===== src/hw/rtl/hsvrgb_pkg.sv =====
// ----------------------------------------------------------------------------
// HSV to RGB converter package
// Shared constants, register indexes and the hue sector type.
// ----------------------------------------------------------------------------
`default_nettype none

package hsvrgb_pkg;

    localparam int HUE_FRAC_BITS_DEF = 6;

    localparam int          Q_W   = 9;
    localparam logic [8:0]  Q_ONE = 9'd256;

    localparam int          CFG_IDX_W      = 8;
    localparam logic [7:0]  CFG_SATURATION = 8'd0;
    localparam logic [7:0]  CFG_BRIGHTNESS = 8'd1;

    // floor(y / 15) == (y * DIV15_MUL) >> DIV15_SH for y below 3840
    localparam logic [15:0] DIV15_MUL = 16'd34953;
    localparam int          DIV15_SH  = 19;
    localparam int          SCALED_W  = 12;

    typedef enum logic [2:0] {
        SEC_RED_YEL = 3'd0,
        SEC_YEL_GRN = 3'd1,
        SEC_GRN_CYN = 3'd2,
        SEC_CYN_BLU = 3'd3,
        SEC_BLU_MAG = 3'd4,
        SEC_MAG_RED = 3'd5
    } t_sector;

endpackage

`default_nettype wire


===== src/hw/rtl/hsvrgb_sector.sv =====
// ----------------------------------------------------------------------------
// HSV to RGB hue sector stages
// Wraps the hue modulo one circle and splits it into sector and remainder.
// ----------------------------------------------------------------------------
`default_nettype none

module hsvrgb_sector #(
    parameter int HUE_FRAC_BITS = hsvrgb_pkg::HUE_FRAC_BITS_DEF
) (
    input  wire                          i_clk,
    input  wire                          i_rst_n,
    input  wire                          i_valid,
    output logic                         o_ready,
    input  wire  [15:0]                  i_hue,
    output logic                         o_valid,
    input  wire                          i_ready,
    output hsvrgb_pkg::t_sector          o_sector,
    output logic [HUE_FRAC_BITS+5:0]     o_rem
);
    import hsvrgb_pkg::*;

    localparam int CIRCLE = 360 << HUE_FRAC_BITS;
    localparam int SECT   = 60 << HUE_FRAC_BITS;
    localparam int QMAX   = 65535 / CIRCLE;
    localparam int QUO_W  = $clog2(QMAX + 2);
    localparam int REM_W  = HUE_FRAC_BITS + 6;
    localparam logic [23:0] RECIP = 24'((64'd1 << 32) / CIRCLE);

    logic               r_s1_valid, r_s2_valid, r_s3_valid;
    logic               en_s1, en_s2, en_s3;
    logic [QUO_W-1:0]   r_s1_quot, n_s1_quot;
    logic [15:0]        r_s1_hue;
    logic [15:0]        r_s2_hw, n_s2_hw;
    t_sector            r_s3_sector, n_s3_sector;
    logic [REM_W-1:0]   r_s3_rem, n_s3_rem;
    logic [39:0]        recip_prod;
    logic [17:0]        quot_circ, diff;
    logic [17:0]        hw_ext, base;

    assign en_s3   = !r_s3_valid || i_ready;
    assign en_s2   = !r_s2_valid || en_s3;
    assign en_s1   = !r_s1_valid || en_s2;
    assign o_ready = en_s1;

    always_comb begin
        recip_prod = 40'(i_hue) * 40'(RECIP);
        n_s1_quot  = QUO_W'(recip_prod >> 32);
    end

    always_comb begin
        quot_circ = 18'(r_s1_quot) * 18'(CIRCLE);
        diff      = 18'(r_s1_hue) - quot_circ;
        if (diff >= 18'(CIRCLE)) begin
            n_s2_hw = 16'(diff - 18'(CIRCLE));
        end else begin
            n_s2_hw = 16'(diff);
        end
    end

    always_comb begin
        hw_ext = 18'(r_s2_hw);
        if (hw_ext >= 18'(5 * SECT)) begin
            n_s3_sector = SEC_MAG_RED;
            base        = 18'(5 * SECT);
        end else if (hw_ext >= 18'(4 * SECT)) begin
            n_s3_sector = SEC_BLU_MAG;
            base        = 18'(4 * SECT);
        end else if (hw_ext >= 18'(3 * SECT)) begin
            n_s3_sector = SEC_CYN_BLU;
            base        = 18'(3 * SECT);
        end else if (hw_ext >= 18'(2 * SECT)) begin
            n_s3_sector = SEC_GRN_CYN;
            base        = 18'(2 * SECT);
        end else if (hw_ext >= 18'(SECT)) begin
            n_s3_sector = SEC_YEL_GRN;
            base        = 18'(SECT);
        end else begin
            n_s3_sector = SEC_RED_YEL;
            base        = 18'd0;
        end
        n_s3_rem = REM_W'(hw_ext - base);
    end

    always_ff @(posedge i_clk) begin
        if (!i_rst_n) begin
            r_s1_valid <= 1'b0;
            r_s2_valid <= 1'b0;
            r_s3_valid <= 1'b0;
        end else begin
            if (en_s1) begin
                r_s1_valid <= i_valid;
            end
            if (en_s2) begin
                r_s2_valid <= r_s1_valid;
            end
            if (en_s3) begin
                r_s3_valid <= r_s2_valid;
            end
        end
    end

    always_ff @(posedge i_clk) begin
        if (en_s1) begin
            r_s1_quot <= n_s1_quot;
            r_s1_hue  <= i_hue;
        end
        if (en_s2) begin
            r_s2_hw <= n_s2_hw;
        end
        if (en_s3) begin
            r_s3_sector <= n_s3_sector;
            r_s3_rem    <= n_s3_rem;
        end
    end

    assign o_valid  = r_s3_valid;
    assign o_sector = r_s3_sector;
    assign o_rem    = r_s3_rem;

endmodule

`default_nettype wire


===== src/hw/rtl/hsvrgb_scale.sv =====
// ----------------------------------------------------------------------------
// HSV to RGB channel scaling stages
// Forms the v, p, q and t channel levels as truncated 8-bit values.
// ----------------------------------------------------------------------------
`default_nettype none

module hsvrgb_scale #(
    parameter int HUE_FRAC_BITS = hsvrgb_pkg::HUE_FRAC_BITS_DEF
) (
    input  wire                          i_clk,
    input  wire                          i_rst_n,
    input  wire                          i_valid,
    output logic                         o_ready,
    input  hsvrgb_pkg::t_sector          i_sector,
    input  wire  [HUE_FRAC_BITS+5:0]     i_rem,
    input  wire  [8:0]                   i_sat,
    input  wire  [8:0]                   i_bri,
    output logic                         o_valid,
    input  wire                          i_ready,
    output hsvrgb_pkg::t_sector          o_sector,
    output logic [7:0]                   o_cv,
    output logic [7:0]                   o_cp,
    output logic [7:0]                   o_cq,
    output logic [7:0]                   o_ct
);
    import hsvrgb_pkg::*;

    localparam int SECT    = 60 << HUE_FRAC_BITS;
    localparam int REM_W   = HUE_FRAC_BITS + 6;
    localparam int SR_W    = REM_W + Q_W;
    localparam int N_W     = HUE_FRAC_BITS + 14;
    localparam int X_W     = N_W + 16;
    localparam int X_SH    = HUE_FRAC_BITS + 18;
    localparam int DIVP_W  = SCALED_W + 16;

    logic                 r_s4_valid, r_s5_valid, r_s6_valid;
    logic                 en_s4, en_s5, en_s6;
    t_sector              r_s4_sector, r_s5_sector, r_s6_sector;
    logic [SR_W-1:0]      r_s4_sq, r_s4_st, n_s4_sq, n_s4_st;
    logic [SCALED_W-1:0]  r_s5_yq, r_s5_yt, n_s5_yq, n_s5_yt;
    logic [7:0]           r_s5_cv, r_s5_cp, n_s5_cv, n_s5_cp;
    logic [7:0]           r_s6_cv, r_s6_cp, r_s6_cq, r_s6_ct, n_s6_cq, n_s6_ct;
    logic [16:0]          bri_255;
    logic [15:0]          amp;
    logic [N_W-1:0]       mq, mt;
    logic [X_W-1:0]       xq, xt;
    logic [24:0]          xp;
    logic [DIVP_W-1:0]    dq, dt;

    assign en_s6   = !r_s6_valid || i_ready;
    assign en_s5   = !r_s5_valid || en_s6;
    assign en_s4   = !r_s4_valid || en_s5;
    assign o_ready = en_s4;

    always_comb begin
        n_s4_sq = SR_W'(i_sat) * SR_W'(i_rem);
        n_s4_st = SR_W'(i_sat) * SR_W'(REM_W'(SECT) - i_rem);
    end

    always_comb begin
        bri_255 = (17'(i_bri) << 8) - 17'(i_bri);
        amp     = 16'(bri_255);
        mq      = N_W'(256 * SECT) - N_W'(r_s4_sq);
        mt      = N_W'(256 * SECT) - N_W'(r_s4_st);
        xq      = X_W'(amp) * X_W'(mq);
        xt      = X_W'(amp) * X_W'(mt);
        xp      = 25'(amp) * 25'(Q_ONE - i_sat);
        n_s5_yq = SCALED_W'(xq >> X_SH);
        n_s5_yt = SCALED_W'(xt >> X_SH);
        n_s5_cp = xp[23:16];
        n_s5_cv = amp[15:8];
    end

    always_comb begin
        dq      = DIVP_W'(r_s5_yq) * DIVP_W'(DIV15_MUL);
        dt      = DIVP_W'(r_s5_yt) * DIVP_W'(DIV15_MUL);
        n_s6_cq = 8'(dq >> DIV15_SH);
        n_s6_ct = 8'(dt >> DIV15_SH);
    end

    always_ff @(posedge i_clk) begin
        if (!i_rst_n) begin
            r_s4_valid <= 1'b0;
            r_s5_valid <= 1'b0;
            r_s6_valid <= 1'b0;
        end else begin
            if (en_s4) begin
                r_s4_valid <= i_valid;
            end
            if (en_s5) begin
                r_s5_valid <= r_s4_valid;
            end
            if (en_s6) begin
                r_s6_valid <= r_s5_valid;
            end
        end
    end

    always_ff @(posedge i_clk) begin
        if (en_s4) begin
            r_s4_sector <= i_sector;
            r_s4_sq     <= n_s4_sq;
            r_s4_st     <= n_s4_st;
        end
        if (en_s5) begin
            r_s5_sector <= r_s4_sector;
            r_s5_yq     <= n_s5_yq;
            r_s5_yt     <= n_s5_yt;
            r_s5_cv     <= n_s5_cv;
            r_s5_cp     <= n_s5_cp;
        end
        if (en_s6) begin
            r_s6_sector <= r_s5_sector;
            r_s6_cv     <= r_s5_cv;
            r_s6_cp     <= r_s5_cp;
            r_s6_cq     <= n_s6_cq;
            r_s6_ct     <= n_s6_ct;
        end
    end

    assign o_valid  = r_s6_valid;
    assign o_sector = r_s6_sector;
    assign o_cv     = r_s6_cv;
    assign o_cp     = r_s6_cp;
    assign o_cq     = r_s6_cq;
    assign o_ct     = r_s6_ct;

endmodule

`default_nettype wire


===== src/hw/rtl/hsv_to_rgb_converter.sv =====
// ----------------------------------------------------------------------------
// HSV to RGB converter
// Converts a stream of hue angles to 8-bit RGB pixels and a packed GRB word.
//
// Input stream s_axis carries one hue per transfer, in 1/2^HUE_FRAC_BITS
// degree units; any 16-bit value is wrapped modulo a full circle.
// Output stream m_axis carries red, green, blue and the GRB word of the pixel.
// Saturation and brightness (Q1.8, 256 = 1.0, larger values act as 256) are
// written through the cfg channel, index 0 and 1; the user must write them
// only while the stream is idle, as the block does not enforce it. The cfg
// channel is always ready. A pixel passes three hue stages (wrap, correct,
// sector), three scaling stages (sector multiply, channel multiply, divide
// by 15) and the output register.
// One pixel per cycle unless m_axis stalls; each stage holds its own valid bit.
// When m_axis stalls the stages fill up and bubbles close, s_axis_tready
// falls only once every stage holds a pixel; nothing is lost or repeated.
// Reset clears all valid bits and sets both registers to 256.
// ----------------------------------------------------------------------------
`default_nettype none

module hsv_to_rgb_converter #(
    parameter int HUE_FRAC_BITS = hsvrgb_pkg::HUE_FRAC_BITS_DEF
) (
    input  wire                                   i_clk,
    input  wire                                   i_rst_n,
    input  wire                                   s_axis_tvalid,
    output logic                                  s_axis_tready,
    input  wire  [15:0]                           s_axis_tdata,   // hue
    output logic                                  m_axis_tvalid,
    input  wire                                   m_axis_tready,
    output logic [47:0]                           m_axis_tdata,   // red, green, blue, grb_word
    input  wire                                   i_cfg_valid,
    output logic                                  o_cfg_ready,
    input  wire  [hsvrgb_pkg::CFG_IDX_W-1:0]      i_cfg_index,
    input  wire  [hsvrgb_pkg::Q_W-1:0]            i_cfg_data
);
    import hsvrgb_pkg::*;

    localparam int REM_W = HUE_FRAC_BITS + 6;

    logic [Q_W-1:0]     r_sat, r_bri;
    logic [Q_W-1:0]     sat_clamp, bri_clamp;
    logic               sec_valid, sec_ready;
    t_sector            sec_sector;
    logic [REM_W-1:0]   sec_rem;
    logic               scl_valid, scl_ready;
    t_sector            scl_sector;
    logic [7:0]         scl_cv, scl_cp, scl_cq, scl_ct;
    logic               en_out;
    logic               r_out_valid;
    logic [7:0]         r_red, r_green, r_blue, n_red, n_green, n_blue;

    assign o_cfg_ready = 1'b1;

    always_ff @(posedge i_clk) begin
        if (!i_rst_n) begin
            r_sat <= Q_ONE;
            r_bri <= Q_ONE;
        end else if (i_cfg_valid && o_cfg_ready) begin
            unique case (i_cfg_index)
                CFG_SATURATION: r_sat <= i_cfg_data;
                CFG_BRIGHTNESS: r_bri <= i_cfg_data;
                default: ;
            endcase
        end
    end

    assign sat_clamp = (r_sat > Q_ONE) ? Q_ONE : r_sat;
    assign bri_clamp = (r_bri > Q_ONE) ? Q_ONE : r_bri;

    hsvrgb_sector #(
        .HUE_FRAC_BITS (HUE_FRAC_BITS)
    ) u_sector (
        .i_clk    (i_clk),
        .i_rst_n  (i_rst_n),
        .i_valid  (s_axis_tvalid),
        .o_ready  (s_axis_tready),
        .i_hue    (s_axis_tdata),
        .o_valid  (sec_valid),
        .i_ready  (sec_ready),
        .o_sector (sec_sector),
        .o_rem    (sec_rem)
    );

    hsvrgb_scale #(
        .HUE_FRAC_BITS (HUE_FRAC_BITS)
    ) u_scale (
        .i_clk    (i_clk),
        .i_rst_n  (i_rst_n),
        .i_valid  (sec_valid),
        .o_ready  (sec_ready),
        .i_sector (sec_sector),
        .i_rem    (sec_rem),
        .i_sat    (sat_clamp),
        .i_bri    (bri_clamp),
        .o_valid  (scl_valid),
        .i_ready  (scl_ready),
        .o_sector (scl_sector),
        .o_cv     (scl_cv),
        .o_cp     (scl_cp),
        .o_cq     (scl_cq),
        .o_ct     (scl_ct)
    );

    assign en_out    = !r_out_valid || m_axis_tready;
    assign scl_ready = en_out;

    always_comb begin
        case (scl_sector)
            SEC_RED_YEL: begin n_red = scl_cv; n_green = scl_ct; n_blue = scl_cp; end
            SEC_YEL_GRN: begin n_red = scl_cq; n_green = scl_cv; n_blue = scl_cp; end
            SEC_GRN_CYN: begin n_red = scl_cp; n_green = scl_cv; n_blue = scl_ct; end
            SEC_CYN_BLU: begin n_red = scl_cp; n_green = scl_cq; n_blue = scl_cv; end
            SEC_BLU_MAG: begin n_red = scl_ct; n_green = scl_cp; n_blue = scl_cv; end
            default:     begin n_red = scl_cv; n_green = scl_cp; n_blue = scl_cq; end
        endcase
    end

    always_ff @(posedge i_clk) begin
        if (!i_rst_n) begin
            r_out_valid <= 1'b0;
        end else if (en_out) begin
            r_out_valid <= scl_valid;
        end
    end

    always_ff @(posedge i_clk) begin
        if (en_out) begin
            r_red   <= n_red;
            r_green <= n_green;
            r_blue  <= n_blue;
        end
    end

    assign m_axis_tvalid = r_out_valid;
    assign m_axis_tdata  = {r_green, r_red, r_blue, r_blue, r_green, r_red};

    a_ready_when_empty: assert property (@(posedge i_clk) disable iff (!i_rst_n)
        !m_axis_tvalid |-> s_axis_tready)
        else $error("input stalled while output register empty");

    a_grb_packing: assert property (@(posedge i_clk) disable iff (!i_rst_n)
        m_axis_tvalid |-> (m_axis_tdata[47:40] == m_axis_tdata[15:8])
                       && (m_axis_tdata[39:32] == m_axis_tdata[7:0])
                       && (m_axis_tdata[31:24] == m_axis_tdata[23:16]))
        else $error("grb word does not match channels");

    a_reset_clears_output: assert property (@(posedge i_clk)
        !i_rst_n |=> !m_axis_tvalid)
        else $error("output valid after reset");

endmodule

`default_nettype wire


===== config.mk =====
export PLATFORM = sky130hd
export DESIGN_NAME = hsv_to_rgb_converter
export DESIGN_NICKNAME = d
export VERILOG_FILES = /design/src/hw/rtl/hsvrgb_pkg.sv /design/src/hw/rtl/hsvrgb_sector.sv /design/src/hw/rtl/hsvrgb_scale.sv /design/src/hw/rtl/hsv_to_rgb_converter.sv
export SDC_FILE = /design/constraint.sdc
export NUM_CORES = 2
export LEC_CHECK = 0
export BUFFER_PORTS_ARGS = -buffer_cell sky130_fd_sc_hd__buf_2
export CORE_ASPECT_RATIO = 1.5
export CORE_MARGIN = 4
export CORE_UTILIZATION = 35
export CTS_CLUSTER_SIZE = 40
export DETAILED_ROUTE_END_ITERATION = 7
export SYNTH_ARGS = -nofsm -noshare
export SYNTH_HDL_FRONTEND = slang
export SYNTH_SLANG_ARGS = --single-unit

===== constraint.sdc =====
create_clock -name i_clk -period 9.9 [get_ports i_clk]
set_input_delay 1.98 -clock i_clk [delete_from_list [all_inputs] [get_ports i_clk]]
set_output_delay 1.98 -clock i_clk [all_outputs]
set_load 0.03 [all_outputs]

== Word-level counts from Yosys, hierarchy flattened ==
Index checks and enable logic that the tools add are counted.
Cells by class
  $add $sub $neg: 8
  equality and inequality tests: 5
  multiply operators: 9
  mux-type cells: 15
  $lt $le $gt $ge: 8
  reduce and logical (&&, ||, !) cells: 23
Operator list (count)
  multiplier 16 x 20 -> 36 bit: 2
  one-hot mux 8 bit (3 select lines): 3
  2-to-1 mux 12 bit: 5
  multiplier 12 x 16 -> 27 bit (second input constant): 2
  subtractor 20 bit (first input constant): 2
  multiplier 16 x 18 -> 34 bit (second input constant): 1
  greater-or-equal comparator 16 x 14 -> 1 bit (second input constant): 2
  multiplier 16 x 25 -> 24 bit: 1
  multiplier 9 x 21 -> 20 bit: 1
  multiplier 9 x 12 -> 20 bit: 1
  greater-or-equal comparator 18 x 15 -> 1 bit (second input constant): 1
  > comparator 9 bit (second input constant): 2
  2-to-1 mux 9 bit: 2
  subtractor 16 x 17 -> 18 bit: 1
  greater-or-equal comparator 16 x 12 -> 1 bit (second input constant): 1
  greater-or-equal comparator 16 x 13 -> 1 bit (second input constant): 1
  greater-or-equal comparator 16 x 15 -> 1 bit (second input constant): 1
  2-to-1 mux 16 bit: 1
  subtractor 16 x 15 -> 16 bit (second input constant): 1
  subtractor 16 x 9 -> 16 bit: 1
  subtractor 12 x 12 -> 13 bit (first input constant): 1
  subtractor 12 bit: 1
  OR reduction 2 bit: 5
  subtractor 9 x 9 -> 10 bit (first input constant): 1
  12 further kinds: 28
Storage, ports and cells
  word-level logic and storage cells: 99
  input bits: 38
  bits in registers: 219

== Depth between registers and ports, before layout ==
  depth after elaboration: 8
  mapped depth: 38
  mapped depth without buffers: 34

== Cells and area by module ==
Synthesis repeated with hierarchy kept, for this count alone.
Second synthesis, totals
  cell total of the unflattened synthesis: 5050
  area, all modules: 47304.1 um^2
By module, submodules not included
  hsvrgb_scale: times used 1, sequential area each 3663.5 um^2, area an instance 37982.7 um^2, cells each 4156
  hsvrgb_sector: times used 1, sequential area each 1531.5 um^2, area an instance 6506.2 um^2, cells each 605
  hsv_to_rgb_converter: times used 1, sequential area each 1101.1 um^2, area an instance 2815.2 um^2, cells each 289

== Worst setup path after synthesis ==
OpenSTA, ideal clock, no wires.
  path type: reg-to-reg
  from: register r_bri[0]
  to: register u_scale.r_s5_yt[11], data pin
  library setup time: 0.262 ns
  arrival time: 8.342 ns
  path buffers: 4
  data required time: 9.638 ns
  stages on the path, launching flop included: 37
  period minus slack after synthesis: 8.604 ns
  slack: 1.296 ns
  path through: dfxtp_1 clkbuf_1 inv_1 nor2_1 clkinv_1 clkbuf_1 ha_1 o21ai_0 a21o_1 nor2_1 a21oi_1 xnor2_1 and2_1 clkbuf_1 clkbuf_1 nor2_1 fa_1 inv_1 fa_1 inv_1 fa_1 fa_1 fa_1 inv_1 fa_1 inv_1 ha_1 a21oi_1 nor2_1 a211o_1 a41o_1 a31oi_2 a311oi_2 a31o_2 o211a_1 a311oi_2 xnor2_1
Between the ends
  cells in the longest elaborated chain, start to end: 4
RTL lines
  start: declaration: line hsv_to_rgb_converter.sv:41  | logic [Q_W-1:0] r_sat, r_bri;
  start signal: assignment: line hsv_to_rgb_converter.sv:62  | CFG_BRIGHTNESS: r_bri <= i_cfg_data;
  > comparator 9 bit: line hsv_to_rgb_converter.sv:69  | assign bri_clamp = (r_bri > Q_ONE) ? Q_ONE : r_bri;
  2-to-1 mux 9 bit (*): line hsv_to_rgb_converter.sv:69
  subtractor 16 x 9 -> 16 bit (*): line hsvrgb_scale.sv:61  | bri_255 = (17'(i_bri) << 8) - 17'(i_bri);
  multiplier 16 x 20 -> 36 bit (*): line hsvrgb_scale.sv:66  | xt = X_W'(amp) * X_W'(mt);
  net u_scale.xt[35]: line hsvrgb_scale.sv:46  | logic [X_W-1:0] xq, xt;
  end signal: assignment: line hsvrgb_scale.sv:108  | r_s5_yt <= n_s5_yt;
  end: declaration: line hsvrgb_scale.sv:40  | logic [SCALED_W-1:0] r_s5_yq, r_s5_yt, n_s5_yq, n_s5_yt;
Mark *: on every way through the listed nets, which the timed path passes. The rest lies on a longest branch.
A chain may end at the register's enable or synchronous reset.

== Worst setup path in the final report ==
  from: register r_bri[8]
  to: register u_scale.r_s5_yt[11], data pin
The elaborated chain is that of the path after synthesis.

==> results_dict.tcl <==
set metrics [dict create \
    post-synth-top-count-cell "sky130_fd_sc_hd__inv_1" \
    numPortBuffers 87 \
    timing_worst_setup_path_type "reg -> reg" \
    post_detailed_route_wirelength_per_cell_um 18.0 \
    tritoncts "built" \
    finalHoldViolCount 0 \
    insertion_delay_ps 630 \
    dp_hpwl_mm 105 \
    timing.critical_path.to_type "flip-flop" \
    ys_types 79 \
    req_time_crit_path_ps 10270 \
    tmin_final_ps 9170 \
    syn_area_per_cell_um2 9.49 \
    maxSlewViolCount 0 \
    path_max_fanout 28 \
    path_common_cell "sky130_fd_sc_hd__fa_1" \
    final_setup_vio_count 0 \
    overflow 0 \
    post_cts_hold_buffer_count 0 \
    die_w_um 310 \
    achievable-frequency_mhz 109 \
    clock_tree.htree_level_count 1 \
    clock_sinks 218 \
    ff2ff_setup_slack_ps 730 \
    synth_area_leaders "sky130_fd_sc_hd__fa_1 (39%), sky130_fd_sc_hd__ha_1 (15%), sky130_fd_sc_hd__edfxtp_1 (12%)" \
    dr.first_iter.drc_count 1760 \
    postSynth.topFlopCell "sky130_fd_sc_hd__edfxtp_1" \
    seq_total_area_yosys_pct 13.2 \
    drc_errors 0 \
    drt-total-wl_mm 124 \
    floorplan.rows 165 \
    period_share_pct 92.6 \
    yosysWarnings 0 \
    core_area_um2 135000 \
    nNetsFinal 6646 \
    post_cts_setup_buffer_count 0 \
    timing.max_slew.rel_slack_pct 20.4 \
    global_route_wire_length_before_repair_mm 199 \
    status "complete, no violations" \
    areaGrowthSynthToFinish_pct 7.91 \
    post_route_cells_drive_above_1_share_pct 5.98 \
    critical-path-max-stage-delay_ps 560 \
    detailedRoute.firstPassIterationCount 5 \
    grt_util_all_layers_pct 17.9 \
    initial_core_utilization_pct 35.3 \
    vias_in_the_first_global_route 37200 \
    diodes 0 \
    final.setup.tns_ps 0 \
    cts_repair_resize_count 0 \
    clkSlewWorstSetupHoldPaths_ps 60 \
    route.antenna.remaining_nets 0 \
    io_pins 89 \
    post_synth_instance_area_um2 47800 \
    dieHeight_um 461 \
    grt_start_max_net_pins 57 \
    timing.clock.skew_ps 34.6 \
    via_count 33700 \
    worst-slew-pin-transition_ps 1190 \
    globalplace.congestion 0.961 \
    timing.hold.worst.class "reg -> reg" \
    antenna_violations_before_repair 0 \
    portion_of_synthesized_cell_area_occupied_by_the_leading_cell_type_pct 38.8 \
    yosysTopAreaCell "sky130_fd_sc_hd__fa_1" \
    postSynthCellCount 5037 \
    number_of_maximum_capacitance_violations 0 \
    critical_path_slowest_stage_cell "sky130_fd_sc_hd__inv_2" \
    die_area_um2 143000 \
    start_kind "flip-flop" \
    buffer_type_at_the_clock_tree_root "sky130_fd_sc_hd__clkbuf_16" \
    postSynth.asyncResetShare_pct 0 \
    rsz_0062_raised_after_global_routing "false" \
    cp.arrival_ps 9540 \
    yosys_register_bits 218 \
    number_of_flops_mapped_to_enable_cells_by_yosys 193 \
    synth.cells.most_frequent "sky130_fd_sc_hd__inv_1 (1169), sky130_fd_sc_hd__fa_1 (926), sky130_fd_sc_hd__nand2_1 (717), sky130_fd_sc_hd__ha_1 (581), sky130_fd_sc_hd__nor2_1 (291)" \
    clockBufferDepth 3 \
    detail_route.vias_per_cell 4.90 \
    cts_buffers 26 \
]
==> cell usage in the layout (no fill, tap or decap), drive strengths merged, types with 8 or more instances in the layout <==
master / Yosys / routed
nand2b: 12 / 12
clkbuf: 160 / 29
buf: 36 / 194
and3: 17 / 17
nand4: 14 / 14
ha: 581 / 581
o21bai: 8 / 8
nor2: 292 / 292
o22ai: 8 / 8
nor2b: 51 / 51
nand3: 29 / 29
nand2: 717 / 717
o21ai: 69 / 69
a21o: 29 / 29
or3: 15 / 15
mux2i: 41 / 41
a211oi: 20 / 20
and2: 148 / 148
edfxtp: 193 / 193
nor4: 17 / 17
conb: 2 / 40
dfxtp: 25 / 25
a21oi: 87 / 87
inv: 1173 / 1179
clkinv: 3 / 10
mux2: 21 / 21
o21a: 16 / 16
o31ai: 8 / 8
fa: 926 / 926
xor2: 79 / 79
xnor2: 115 / 115
nor3: 40 / 40
==> state kept, by name, indices dropped and copies added (netlist names), 2 cells and up <==
name and flops:
r_blue 8, r_bri 9, r_green 8, r_red 8, r_sat 9, u_scale.o_cp 8, u_scale.o_cq 8, u_scale.o_ct 8
u_scale.o_cv 8, u_scale.o_sector 3, u_scale.r_s4_sector 3, u_scale.r_s4_sq 19, u_scale.r_s4_st 20, u_scale.r_s5_cp 8, u_scale.r_s5_cv 8, u_scale.r_s5_sector 3
u_scale.r_s5_yq 12, u_scale.r_s5_yt 12, u_sector.o_rem 12, u_sector.o_sector 3, u_sector.r_s1_hue 16, u_sector.r_s1_quot 2, u_sector.r_s2_hw 16
==> metal layers <==
metal,GRT usage (%),wire [µm],vias to the layer above
li1,-,-,15400
met1,19.6,45200,17100
met2,34.1,66200,859
met3,1.73,5130,309
met4,8.77,7570,0
met5,0,0,-
==> per-stage QoR <==
step / area (µm²) / setup WS [ps] / hold slack (ps) / util [%] / cells
floorplan: 47900 / 1300 / 400 / - / 5075
global placement: 50700 / 918 / 401 / 37.5 / 6826
detailed placement: 50700 / 791 / 405 / 37.5 / 6826
CTS: 51600 / 778 / 409 / 38.1 / 6874
global route: 51600 / 229 / 423 / 38.1 / 6874
finish: 51600 / 729 / 405 / 38.1 / 6874
==> final cells by class <==
class	instances	area (µm²)
clock inverter	19	236
sequential	218	6300
fill	13400	83700
clock buffer	29	672
inverter	1176	4410
multi-input combinational	3485	36500
tap	1753	2190
timing repair buffer	194	1250
==> cells by family (layout without fill, tap and decap cells) <==
family / count (synthesis) / count (layout) / share of synthesized area (%)
XOR/XNOR: 194 / 194 / 3.59
other: 2 / 40 / 0.0157
flip-flops: 218 / 218 / 13.2
AND/OR/NAND/NOR: 1376 / 1376 / 12.7
AO/OA/AOI/OAI: 306 / 306 / 4.21
multiplexers: 62 / 62 / 1.35
buffers and inverters: 1372 / 1418 / 11.0
adder cells (fa/ha/maj): 1507 / 1507 / 54.0
==> critical path, delay by kind of cell, from the launching register on <==
family                     cells  cell delay, ps
adders and majority gates      8            3670
buffers and inverters          5             860
DFF                            1             500
AOI/OAI and AO/OA              9            2470
xor gates and xnor gates       2             230
and+or+nand+nor                7            1190
==> path summary, 6_finish.rpt <==
| check | from | end | depth (start not counted) |
|---|---|---|---|
| hold reg to reg | u_sector.r_s1_hue[0]$_DFFE_PP_ | u_sector.r_s2_hw[0]$_DFFE_PP_ | 0 |
| setup / recovery | r_bri[8]$_SDFFE_PN1P_ | u_scale.r_s5_yt[11]$_DFFE_PP_ | 31 |
| setup reg to reg | r_bri[8]$_SDFFE_PN1P_ | u_scale.r_s5_yt[11]$_DFFE_PP_ | 31 |
| hold / removal | u_sector.r_s1_hue[0]$_DFFE_PP_ | u_sector.r_s2_hw[0]$_DFFE_PP_ | 0 |
Power is left out: the tool's default activity adds up to more than one toggle a clock period on the data nets, which glitch-free logic cannot reach.
